File: src/rtl/base64_vlq_mapping_decoder_unit_defines.svh
// Assertion macros shared by the decoder RTL.
`ifndef BASE64_VLQ_MAPPING_DECODER_UNIT_DEFINES_SVH
`define BASE64_VLQ_MAPPING_DECODER_UNIT_DEFINES_SVH

// Same-cycle implication, checked on every clock edge outside reset.
`define B64VLQ_ASSERT_IMP(label, clk, rstn, ante, cons, msg) \
  label: assert property (@(posedge clk) disable iff (!rstn) (ante) |-> (cons)) \
    else $error(msg);

// Next-cycle implication, checked on every clock edge outside reset.
`define B64VLQ_ASSERT_NXT(label, clk, rstn, ante, cons, msg) \
  label: assert property (@(posedge clk) disable iff (!rstn) (ante) |=> (cons)) \
    else $error(msg);

`endif

File: src/rtl/b64vlq_pkg.sv
package b64vlq_pkg;

  // Default accumulator width
  localparam int unsigned ACC_WIDTH_DEF = 32;

  // Output value field width
  localparam int unsigned OUT_WIDTH = 32;

  // Mapping string characters
  localparam logic [7:0] CH_QUOTE = 8'h22;
  localparam logic [7:0] CH_COMMA = 8'h2C;
  localparam logic [7:0] CH_SEMI  = 8'h3B;
  localparam logic [7:0] CH_PLUS  = 8'h2B;
  localparam logic [7:0] CH_SLASH = 8'h2F;
  localparam logic [7:0] CH_UP_A  = 8'h41;
  localparam logic [7:0] CH_UP_Z  = 8'h5A;
  localparam logic [7:0] CH_LO_A  = 8'h61;
  localparam logic [7:0] CH_LO_Z  = 8'h7A;
  localparam logic [7:0] CH_DIG_0 = 8'h30;
  localparam logic [7:0] CH_DIG_9 = 8'h39;

  // Base64 digit values at the range starts
  localparam logic [5:0] B64_LO_BASE  = 6'd26;
  localparam logic [5:0] B64_DIG_BASE = 6'd52;
  localparam logic [5:0] B64_PLUS     = 6'd62;
  localparam logic [5:0] B64_SLASH    = 6'd63;

  // VLQ framing
  localparam int unsigned VLQ_GROUP_BITS = 5;
  localparam logic [5:0]  VLQ_SHIFT_STEP = 6'd5;
  localparam logic [5:0]  VLQ_SHIFT_MAX  = 6'd60;
  localparam logic [2:0]  NUM_FIELDS     = 3'd5;

  typedef enum logic [2:0] {
    CLS_COMMA,
    CLS_SEMI,
    CLS_QUOTE,
    CLS_DIGIT,
    CLS_BAD
  } ch_class_e;

  // One result item
  typedef struct packed {
    logic [OUT_WIDTH-1:0] gen_line;
    logic [OUT_WIDTH-1:0] gen_column;
    logic [OUT_WIDTH-1:0] src_idx;
    logic [OUT_WIDTH-1:0] orig_line;
    logic [OUT_WIDTH-1:0] orig_col;
    logic [OUT_WIDTH-1:0] name_idx;
    logic                 has_segment;
    logic                 error;
    logic                 done_res;
  } res_t;

  function automatic logic is_b64(input logic [7:0] ch);
    return ((ch >= CH_UP_A) && (ch <= CH_UP_Z)) ||
           ((ch >= CH_LO_A) && (ch <= CH_LO_Z)) ||
           ((ch >= CH_DIG_0) && (ch <= CH_DIG_9)) ||
           (ch == CH_PLUS) || (ch == CH_SLASH);
  endfunction

  function automatic ch_class_e classify(input logic [7:0] ch);
    ch_class_e cls;
    if (ch == CH_COMMA)     cls = CLS_COMMA;
    else if (ch == CH_SEMI) cls = CLS_SEMI;
    else if (ch == CH_QUOTE) cls = CLS_QUOTE;
    else if (is_b64(ch))    cls = CLS_DIGIT;
    else                    cls = CLS_BAD;
    return cls;
  endfunction

  // Base64 digit value; only meaningful for digit characters
  function automatic logic [5:0] b64_value(input logic [7:0] ch);
    logic [7:0] diff;
    logic [5:0] val;
    diff = '0;
    val  = '0;
    if ((ch >= CH_UP_A) && (ch <= CH_UP_Z)) begin
      diff = ch - CH_UP_A;
      val  = diff[5:0];
    end else if ((ch >= CH_LO_A) && (ch <= CH_LO_Z)) begin
      diff = ch - CH_LO_A;
      val  = diff[5:0] + B64_LO_BASE;
    end else if ((ch >= CH_DIG_0) && (ch <= CH_DIG_9)) begin
      diff = ch - CH_DIG_0;
      val  = diff[5:0] + B64_DIG_BASE;
    end else if (ch == CH_PLUS) begin
      val = B64_PLUS;
    end else if (ch == CH_SLASH) begin
      val = B64_SLASH;
    end
    return val;
  endfunction

endpackage

File: src/rtl/b64vlq_out_skid.sv
module b64vlq_out_skid (
  input  logic              clk_i,
  input  logic              rst_ni,
  input  logic              push_i,
  input  b64vlq_pkg::res_t  data_i,
  output logic              ready_o,
  output logic              out_valid_o,
  input  logic              out_ready_i,
  output b64vlq_pkg::res_t  data_o
);

  logic             out_vld_q, out_vld_d;
  logic             skid_vld_q, skid_vld_d;
  b64vlq_pkg::res_t out_q, out_d;
  b64vlq_pkg::res_t skid_q, skid_d;
  logic             pop;

  assign pop         = out_vld_q && out_ready_i;
  assign ready_o     = !skid_vld_q;
  assign out_valid_o = out_vld_q;
  assign data_o      = out_q;

  // Two-entry output buffer: skid entry always drains first
  always_comb begin
    out_vld_d  = out_vld_q;
    skid_vld_d = skid_vld_q;
    out_d      = out_q;
    skid_d     = skid_q;
    if (pop) begin
      if (skid_vld_q) begin
        out_d      = skid_q;
        skid_vld_d = 1'b0;
      end else if (push_i) begin
        out_d = data_i;
      end else begin
        out_vld_d = 1'b0;
      end
    end else if (push_i) begin
      if (!out_vld_q) begin
        out_d     = data_i;
        out_vld_d = 1'b1;
      end else begin
        skid_d     = data_i;
        skid_vld_d = 1'b1;
      end
    end
  end

  always_ff @(posedge clk_i or negedge rst_ni) begin
    if (!rst_ni) begin
      out_vld_q  <= 1'b0;
      skid_vld_q <= 1'b0;
    end else begin
      out_vld_q  <= out_vld_d;
      skid_vld_q <= skid_vld_d;
    end
  end

  // Payload needs no reset
  always_ff @(posedge clk_i) begin
    out_q  <= out_d;
    skid_q <= skid_d;
  end

endmodule

File: src/rtl/base64_vlq_mapping_decoder_unit.sv
// Streaming decoder for the mappings string of a v3 source map.
// Input channel: one character per item (ch_i), with first_i set on the
// first character of a new string to clear all running state. Handshake
// is in_valid_i / in_ready_o. Output channel: out_valid_o / out_ready_i
// with one segment record per item: generated line and column, source
// index, original line and column, name index, plus has_segment, error
// and done_res flags.
// A comma or semicolon yields one record; the closing quote yields the
// final record (done_res set); an invalid character or a sixth field in a
// segment yields an error record and halts until the next first_i.
// Other characters yield no record.
// Throughput: one character per cycle while in_ready_o is high. Each
// character takes a single pass through the digit decode, the VLQ group
// merge and one accumulator add/subtract before the state registers. A
// record is registered in the output buffer before it is on the output.
// The output is a two-entry buffer; in_ready_o falls only when both
// entries are full, so a stalled receiver halts the input after two
// pending records.
// Reset clears the accumulators (original line to one), the VLQ state,
// the halt flag and the output buffer.
`include "base64_vlq_mapping_decoder_unit_defines.svh"

module base64_vlq_mapping_decoder_unit #(
  parameter int unsigned ACC_WIDTH = b64vlq_pkg::ACC_WIDTH_DEF
) (
  input  logic        clk_i,
  input  logic        rst_ni,
  input  logic        in_valid_i,
  output logic        in_ready_o,
  input  logic [7:0]  ch_i,
  input  logic        first_i,
  output logic        out_valid_o,
  input  logic        out_ready_i,
  output logic [31:0] gen_line_o,
  output logic [31:0] gen_column_o,
  output logic [31:0] src_idx_o,
  output logic [31:0] orig_line_o,
  output logic [31:0] orig_col_o,
  output logic [31:0] name_idx_o,
  output logic        has_segment_o,
  output logic        error_o,
  output logic        done_res_o
);

  localparam logic [ACC_WIDTH-1:0] ACC_ONE = ACC_WIDTH'(1);

  // Running state
  logic [ACC_WIDTH-1:0] partial_q, partial_d;
  logic [5:0]           shift_q, shift_d;
  logic [2:0]           fcnt_q, fcnt_d;
  logic [ACC_WIDTH-1:0] line_q, line_d;
  logic [ACC_WIDTH-1:0] acc_q [5];
  logic [ACC_WIDTH-1:0] acc_d [5];
  logic                 seg_begun_q, seg_begun_d;
  logic                 halted_q, halted_d;

  // State after an optional clear by first_i
  logic [ACC_WIDTH-1:0] cur_partial;
  logic [5:0]           cur_shift;
  logic [2:0]           cur_fcnt;
  logic [ACC_WIDTH-1:0] cur_line;
  logic [ACC_WIDTH-1:0] cur_acc [5];
  logic                 cur_seg_begun;
  logic                 cur_halted;

  logic                    in_fire;
  b64vlq_pkg::ch_class_e   cls;
  logic [5:0]              digit;
  logic [ACC_WIDTH-1:0]    group;
  logic [ACC_WIDTH-1:0]    raw;
  logic [ACC_WIDTH-1:0]    mag;
  logic [ACC_WIDTH-1:0]    acc_sel;
  logic [ACC_WIDTH-1:0]    acc_new;
  logic                    res_push;
  b64vlq_pkg::res_t        res_d;
  b64vlq_pkg::res_t        res_o;

  // Check helpers
  logic                    rec_vals_zero;
  logic                    quote_fire;
  logic                    quote_state_ok;

  function automatic logic [31:0] to_out(input logic [ACC_WIDTH-1:0] v);
    logic [ACC_WIDTH+31:0] ext;
    ext = {32'b0, v};
    return ext[31:0];
  endfunction

  assign in_fire = in_valid_i && in_ready_o;

  // Clear-on-first view of the state
  always_comb begin
    cur_partial   = first_i ? '0 : partial_q;
    cur_shift     = first_i ? '0 : shift_q;
    cur_fcnt      = first_i ? '0 : fcnt_q;
    cur_line      = first_i ? '0 : line_q;
    cur_seg_begun = first_i ? 1'b0 : seg_begun_q;
    cur_halted    = first_i ? 1'b0 : halted_q;
    for (int k = 0; k < 5; k++) begin
      cur_acc[k] = first_i ? '0 : acc_q[k];
    end
    if (first_i) begin
      cur_acc[2] = ACC_ONE;
    end
  end

  // Digit decode and VLQ merge; groups land in disjoint bits
  assign cls     = b64vlq_pkg::classify(ch_i);
  assign digit   = b64vlq_pkg::b64_value(ch_i);
  assign group   = ACC_WIDTH'(digit[b64vlq_pkg::VLQ_GROUP_BITS-1:0]) << cur_shift;
  assign raw     = cur_partial | group;
  assign mag     = raw >> 1;
  assign acc_sel = cur_acc[cur_fcnt];
  assign acc_new = raw[0] ? (acc_sel - mag) : (acc_sel + mag);

  // Record built from the current accumulators
  function automatic b64vlq_pkg::res_t make_res(
    input logic                 seg,
    input logic                 err,
    input logic                 done,
    input logic [ACC_WIDTH-1:0] line,
    input logic [ACC_WIDTH-1:0] a0,
    input logic [ACC_WIDTH-1:0] a1,
    input logic [ACC_WIDTH-1:0] a2,
    input logic [ACC_WIDTH-1:0] a3,
    input logic [ACC_WIDTH-1:0] a4
  );
    b64vlq_pkg::res_t r;
    r.gen_line    = seg ? to_out(line) : '0;
    r.gen_column  = seg ? to_out(a0) : '0;
    r.src_idx     = seg ? to_out(a1) : '0;
    r.orig_line   = seg ? to_out(a2) : '0;
    r.orig_col    = seg ? to_out(a3) : '0;
    r.name_idx    = seg ? to_out(a4) : '0;
    r.has_segment = seg;
    r.error       = err;
    r.done_res    = done;
    return r;
  endfunction

  // Next state and record
  always_comb begin
    partial_d   = partial_q;
    shift_d     = shift_q;
    fcnt_d      = fcnt_q;
    line_d      = line_q;
    seg_begun_d = seg_begun_q;
    halted_d    = halted_q;
    for (int k = 0; k < 5; k++) begin
      acc_d[k] = acc_q[k];
    end
    res_push = 1'b0;
    res_d    = make_res(1'b0, 1'b0, 1'b0, cur_line, cur_acc[0], cur_acc[1],
                        cur_acc[2], cur_acc[3], cur_acc[4]);

    if (in_fire) begin
      partial_d   = cur_partial;
      shift_d     = cur_shift;
      fcnt_d      = cur_fcnt;
      line_d      = cur_line;
      seg_begun_d = cur_seg_begun;
      halted_d    = cur_halted;
      for (int k = 0; k < 5; k++) begin
        acc_d[k] = cur_acc[k];
      end

      if (!cur_halted) begin
        unique case (cls)
          b64vlq_pkg::CLS_COMMA, b64vlq_pkg::CLS_SEMI: begin
            res_push    = 1'b1;
            res_d       = make_res(1'b1, 1'b0, 1'b0, cur_line, cur_acc[0],
                                   cur_acc[1], cur_acc[2], cur_acc[3],
                                   cur_acc[4]);
            partial_d   = '0;
            shift_d     = '0;
            fcnt_d      = '0;
            seg_begun_d = 1'b0;
            if (cls == b64vlq_pkg::CLS_SEMI) begin
              acc_d[0] = '0;
              line_d   = cur_line + ACC_ONE;
            end
          end
          b64vlq_pkg::CLS_QUOTE: begin
            res_push    = 1'b1;
            res_d       = make_res(cur_seg_begun, 1'b0, 1'b1, cur_line,
                                   cur_acc[0], cur_acc[1], cur_acc[2],
                                   cur_acc[3], cur_acc[4]);
            partial_d   = '0;
            shift_d     = '0;
            fcnt_d      = '0;
            seg_begun_d = 1'b0;
            halted_d    = 1'b1;
          end
          b64vlq_pkg::CLS_DIGIT: begin
            if (cur_fcnt >= b64vlq_pkg::NUM_FIELDS) begin
              // sixth field in one segment
              res_push = 1'b1;
              res_d    = make_res(1'b0, 1'b1, 1'b1, cur_line, cur_acc[0],
                                  cur_acc[1], cur_acc[2], cur_acc[3],
                                  cur_acc[4]);
              halted_d = 1'b1;
            end else begin
              seg_begun_d = 1'b1;
              partial_d   = raw;
              if (cur_shift < b64vlq_pkg::VLQ_SHIFT_MAX) begin
                shift_d = cur_shift + b64vlq_pkg::VLQ_SHIFT_STEP;
              end
              // no continuation bit: number complete
              if (!digit[5]) begin
                acc_d[cur_fcnt] = acc_new;
                fcnt_d          = cur_fcnt + 3'd1;
                partial_d       = '0;
                shift_d         = '0;
              end
            end
          end
          default: begin
            res_push = 1'b1;
            res_d    = make_res(1'b0, 1'b1, 1'b1, cur_line, cur_acc[0],
                                cur_acc[1], cur_acc[2], cur_acc[3],
                                cur_acc[4]);
            halted_d = 1'b1;
          end
        endcase
      end
    end
  end

  always_ff @(posedge clk_i or negedge rst_ni) begin
    if (!rst_ni) begin
      partial_q   <= '0;
      shift_q     <= '0;
      fcnt_q      <= '0;
      line_q      <= '0;
      seg_begun_q <= 1'b0;
      halted_q    <= 1'b0;
      for (int k = 0; k < 5; k++) begin
        acc_q[k] <= (k == 2) ? ACC_ONE : '0;
      end
    end else begin
      partial_q   <= partial_d;
      shift_q     <= shift_d;
      fcnt_q      <= fcnt_d;
      line_q      <= line_d;
      seg_begun_q <= seg_begun_d;
      halted_q    <= halted_d;
      for (int k = 0; k < 5; k++) begin
        acc_q[k] <= acc_d[k];
      end
    end
  end

  // Output buffer
  b64vlq_out_skid u_out_skid (
    .clk_i       (clk_i),
    .rst_ni      (rst_ni),
    .push_i      (res_push),
    .data_i      (res_d),
    .ready_o     (in_ready_o),
    .out_valid_o (out_valid_o),
    .out_ready_i (out_ready_i),
    .data_o      (res_o)
  );

  assign gen_line_o    = res_o.gen_line;
  assign gen_column_o  = res_o.gen_column;
  assign src_idx_o     = res_o.src_idx;
  assign orig_line_o   = res_o.orig_line;
  assign orig_col_o    = res_o.orig_col;
  assign name_idx_o    = res_o.name_idx;
  assign has_segment_o = res_o.has_segment;
  assign error_o       = res_o.error;
  assign done_res_o    = res_o.done_res;

  // Checks
  assign rec_vals_zero  = (gen_line_o == '0) && (gen_column_o == '0) &&
                          (src_idx_o == '0) && (orig_line_o == '0) &&
                          (orig_col_o == '0) && (name_idx_o == '0);
  assign quote_fire     = in_fire && !cur_halted && (cls == b64vlq_pkg::CLS_QUOTE);
  assign quote_state_ok = halted_q && (fcnt_q == '0) && !seg_begun_q;

  `B64VLQ_ASSERT_IMP(a_empty_rec_zero, clk_i, rst_ni, out_valid_o && !has_segment_o, rec_vals_zero, "record without segment carries values")
  `B64VLQ_ASSERT_IMP(a_err_is_final, clk_i, rst_ni, out_valid_o && error_o, done_res_o && !has_segment_o, "error record not final")
  `B64VLQ_ASSERT_NXT(a_quote_halts, clk_i, rst_ni, quote_fire, quote_state_ok, "closing quote did not halt")

endmodule

File: config.mk
export PLATFORM = sky130hd
export DESIGN_NAME = base64_vlq_mapping_decoder_unit
export DESIGN_NICKNAME = d
export VERILOG_FILES = /design/src/rtl/b64vlq_pkg.sv /design/src/rtl/b64vlq_out_skid.sv /design/src/rtl/base64_vlq_mapping_decoder_unit.sv
export VERILOG_INCLUDE_DIRS = /design/src /design/src/rtl
export SDC_FILE = /design/constraint.sdc
export NUM_CORES = 1
export LEC_CHECK = 0
export BUFFER_PORTS_ARGS = -buffer_cell sky130_fd_sc_hd__buf_2
export CORE_AREA = 2 2 257 259
export CTS_CLUSTER_SIZE = 16
export DETAILED_ROUTE_END_ITERATION = 7
export DIE_AREA = 0 0 259 261
export PLACE_DENSITY = 0.73
export SYNTH_ARGS = -nofsm -noshare
export SYNTH_HDL_FRONTEND = slang
export SYNTH_SLANG_ARGS = --single-unit
File: constraint.sdc
create_clock -name clk_i -period 32.1 [get_ports clk_i]
set_input_delay 1.605 -clock clk_i [delete_from_list [all_inputs] [get_ports clk_i]]
set_output_delay 1.605 -clock clk_i [all_outputs]
set_load 0.01 [all_outputs]
==> summary.md <==
| Metric | Value |
|---|---|
| Final ANT Viol Nets | `0` |
| Final nets | `~2500` |
| Syn Nets | `approximately 2400` |
| Synthesized area | `29000 um^2` |
| Pre-CTS WS | `23.73 ns` |
| Slew @ Worst Pin | `approximately 1.2 ns` |
| WL per Instance | `around 22 um` |
| Outcome | `finished, final reports clean` |
| # diodes | `0` |
| Worst Path Max Fanout | `10` |
| Fin. Hold Viols | `0` |
| Crit Path Class | `in2reg` |
| P&R area growth vs syn | `13.7%` |
| Clock Path Buffers | `3` |
| CTS sink cnt | `between 600 and 700` |
| Vias in the first global route | `a little under 20000` |
| TritonCTS buffer count | `60` |
| Die W | `~260 um` |
| Sequential share of power | `41.8%` |
| DRC Markers | `0` |
| PortBufs | `209` |
| GP Congestion | `0.910` |
| H-tree depth | `2` |
| Ys Warns | `0` |
| Register bit count reported by yosys | `between 600 and 700` |
| Filler cells | `5494` |
| Power Dens Cells | `75.7 nW/um^2` |
| Sw Ratio | `34.0%` |
| Sequential share of the synthesized area | `60.9%` |
| Crit Reg-Reg Startpoint | `shift_q[2]$_DFFE_PN0P_` |
| Clock share of power | `29.1%` |
| Crit. End Element | `flip-flop` |
| CTS Root Cell | `clkbuf_16` |
| RSZ-0062 raised after global routing | `no` |
| Initial DRC count | `between 2000 and 2500` |
| Hold Startpoint | `partial_q[25]$_DFFE_PN0P_` |
| Core box area | `roughly 65000 um^2` |
| Later-pin clock latency in the skew report | `roughly 0.64 ns` |
| Initial core utilization | `44.6%` |
| Setup Skew | `roughly 0.043 ns` |
| Reg2reg end | `acc_q[94]$_DFFE_PN0P_` |
| Detail-routed via count per cell | `just under 6` |
| DR vias | `slightly below 20000` |
| Most used cell along the critical path | `a21oi_1` |
| Placed cell areas | `between 30000 and 40000 um^2` |
| Max Freq | `approximately 130 MHz` |
| Worst hold path class | `reg2reg` |
| Rows | `94` |
| Die Height | `261 um` |
| Post-CTS Setup Bufs | `0` |
| Cells after Synth | `roughly 2300` |
| Syn avg cell area | `12.6 um^2` |
| WL final | `roughly 75000 um` |
| Setup violations, final | `0` |
| Pins Over Slew Limit | `0` |
| Die area | `slightly below 70000 um^2` |
| Worst Path Arrival | `approximately 8.5 ns` |
| Reported max-cap violation count | `0` |
| Share of cells above drive strength 1 | `16.6%` |
| Register-to-register setup slack | `between 20 and 30 ns` |
| WHS | `0.490 ns` |
| Final setup margin | `24.18 ns` |
| Most common cell after layout, fill and taps aside | `edfxtp_1` |
| Share of flip-flops with an asynchronous set or reset | `approximately 38%` |
| I/O pin total | `210` |
| CP max-delay cell | `a21oi_1` |
| Worst IR drop on VDD | `~0.046 mV` |
| CP max stage delay | `~0.66 ns` |
| WHS Endpoint | `partial_q[25]$_DFFE_PN0P_` |
| Largest net degree at the start of global routing | `roughly 140` |
| WHS Path Cells | `2` |
| Setup total negative slack | `0 ns` |
| Net Sw Power | `around 850 uW` |
| Primary FF master, synth | `edfxtp_1` |
| CP Launch Type | `primary input` |
| Final Instance Area | `about 33000 um^2` |
| Leakage | `approximately 15 nW` |
| EDFF count, synth | `just under 400` |
| Int Power | `roughly 1.6 mW` |
| Total grt overflow | `0` |
| CP Data Required Time | `around 33 ns` |
| Relative slew slack | `20.1%` |
| Post-CTS Hold Buffers | `0` |
| Post-CTS sizing | `0` |
| DRT Pass-1 Iters | `6` |
| Commonest cells after routing, fill and taps aside | `390 x edfxtp_1, 235 x dfrtp_1, 208 x buf_2` |
| Final critical-path share of the clock period | `about 25%` |
| All-Layer GR Usage | `between 20% and 30%` |
| Clk pin slew, worst setup/hold paths | `~0.070 ns` |
| Initial antenna violation count | `0` |
| CTS tree | `done` |
| First-pass GRT wire length | `117000 um` |
| HPWL after DPL | `~51000 um` |
| Combinational share of power | `just under 30%` |
| Reg2reg path depth | `24` |
| Synth cell types | `90` |
| Crit path time final | `roughly 8 ns` |
==> how the worst max path moves through the flow <==
| stage | to | slack, ns | startpoint |
|---|---|---|---|
| after CTS | acc_q[94]$_DFFE_PN0P_ | 24.37 | ch_i[2] |
| after global placement | acc_q[126]$_DFFE_PN0P_ | 23.86 | ch_i[2] |
| after floorplan | u_out_skid.data_o[0]$_DFFE_PP_ | 18.55 | first_i |
| final | acc_q[94]$_DFFE_PN0P_ | 24.18 | ch_i[2] |
| after global routing | acc_q[94]$_DFFE_PN0P_ | 23.36 | ch_i[2] |
| after detailed placement | acc_q[126]$_DFFE_PN0P_ | 23.73 | ch_i[2] |
==> cells by family (layout without fill, tap and decap cells) <==
logic type / count (synthesis) / count (layout) / share of synthesized area (%)
AOI/OAI and AO/OA: 704 / 704 / 18.0
and+or+nand+nor: 633 / 633 / 11.5
DFF: 627 / 627 / 60.9
buffers and inverters: 158 / 382 / 2.15
xor gates and xnor gates: 91 / 91 / 2.80
adders and majority gates: 47 / 47 / 2.06
muxes: 35 / 35 / 2.63
==> worst max-delay path: cells and delay by family <==
family / cells / cell delay, ns
buf+inv: 1 / 0.23
mux: 1 / 0.17
compound gates: 13 / 3.58
fa+ha+maj: 2 / 0.76
xor+xnor: 2 / 0.49
simple gates: 7 / 1.61
==> synthesized netlist by cell type (17+ instances only) <==
library cell | number | area share, %
clkbuf_1 | 102 | 1.3
xor2_1 | 39 | 1.2
nor3_1 | 34 | 0.59
nand3_1 | 35 | 0.60
edfxtp_1 | 390 | 40
mux4_2 | 32 | 2.5
a21o_1 | 206 | 5.3
nor2b_1 | 17 | 0.37
ha_1 | 46 | 2.0
nand2_1 | 160 | 2.1
a22o_1 | 177 | 5.3
xnor2_1 | 51 | 1.5
nor2_1 | 94 | 1.2
inv_1 | 35 | 0.45
o21ai_0 | 94 | 1.6
a21oi_1 | 88 | 1.5
dfrtp_1 | 236 | 20
and2_1 | 200 | 4.3
==> through the flow <==
stage	util (%)	total power, mW	std cells
floorplan	-	1.57	2295
global placement	47.5	1.76	3270
detailed placement	47.5	1.78	3270
CTS	50.6	2.51	3383
global route	50.6	2.61	3383
finish	50.6	2.49	3383
==> power by group through the flow <==
stage	Clock, mW	Combinational [mW]	Sequential, mW
after CTS	0.737	0.726	1.04
after global placement	0	0.701	1.06
after floorplan	0	0.457	1.11
after detailed placement	0	0.720	1.06
after global routing	0.766	0.785	1.05
final	0.725	0.726	1.04
==> sequential cells by signal (all words and copies together), names as in the netlist <==
name,count
u_out_skid.out_valid_o,1
line_q,32
shift_q,6
u_out_skid.data_o,195
seg_begun_q,1
u_out_skid.skid_vld_q,1
u_out_skid.skid_q,195
halted_q,1
fcnt_q,3
partial_q,32
acc_q,160
==> routing by layer <==
metal | up-vias | routed length [um] | share of wire, % | track usage, %
li1 | 8957 | - | - | -
met3 | 133 | 4570 | 6.1 | 3.41
met5 | - | 0 | 0 | 0
met4 | 0 | 1920 | 2.6 | 6.54
met2 | 721 | 36000 | 48 | 35.8
met1 | 10063 | 32700 | 43 | 30.6
==> final cells by class <==
class                   count  area, um^2  area share (%)
clock inverters            40         378            1.15
flip-flops and latches    627       17600            53.6
well taps                 864        1080            3.28
multi-input cells        1510       10800            32.8
inverters                  35         131           0.399
repair buffers            234        1240            3.78
clock buffers              73        1640            4.99
No activity file was read; power rests on OpenSTA's default activity.
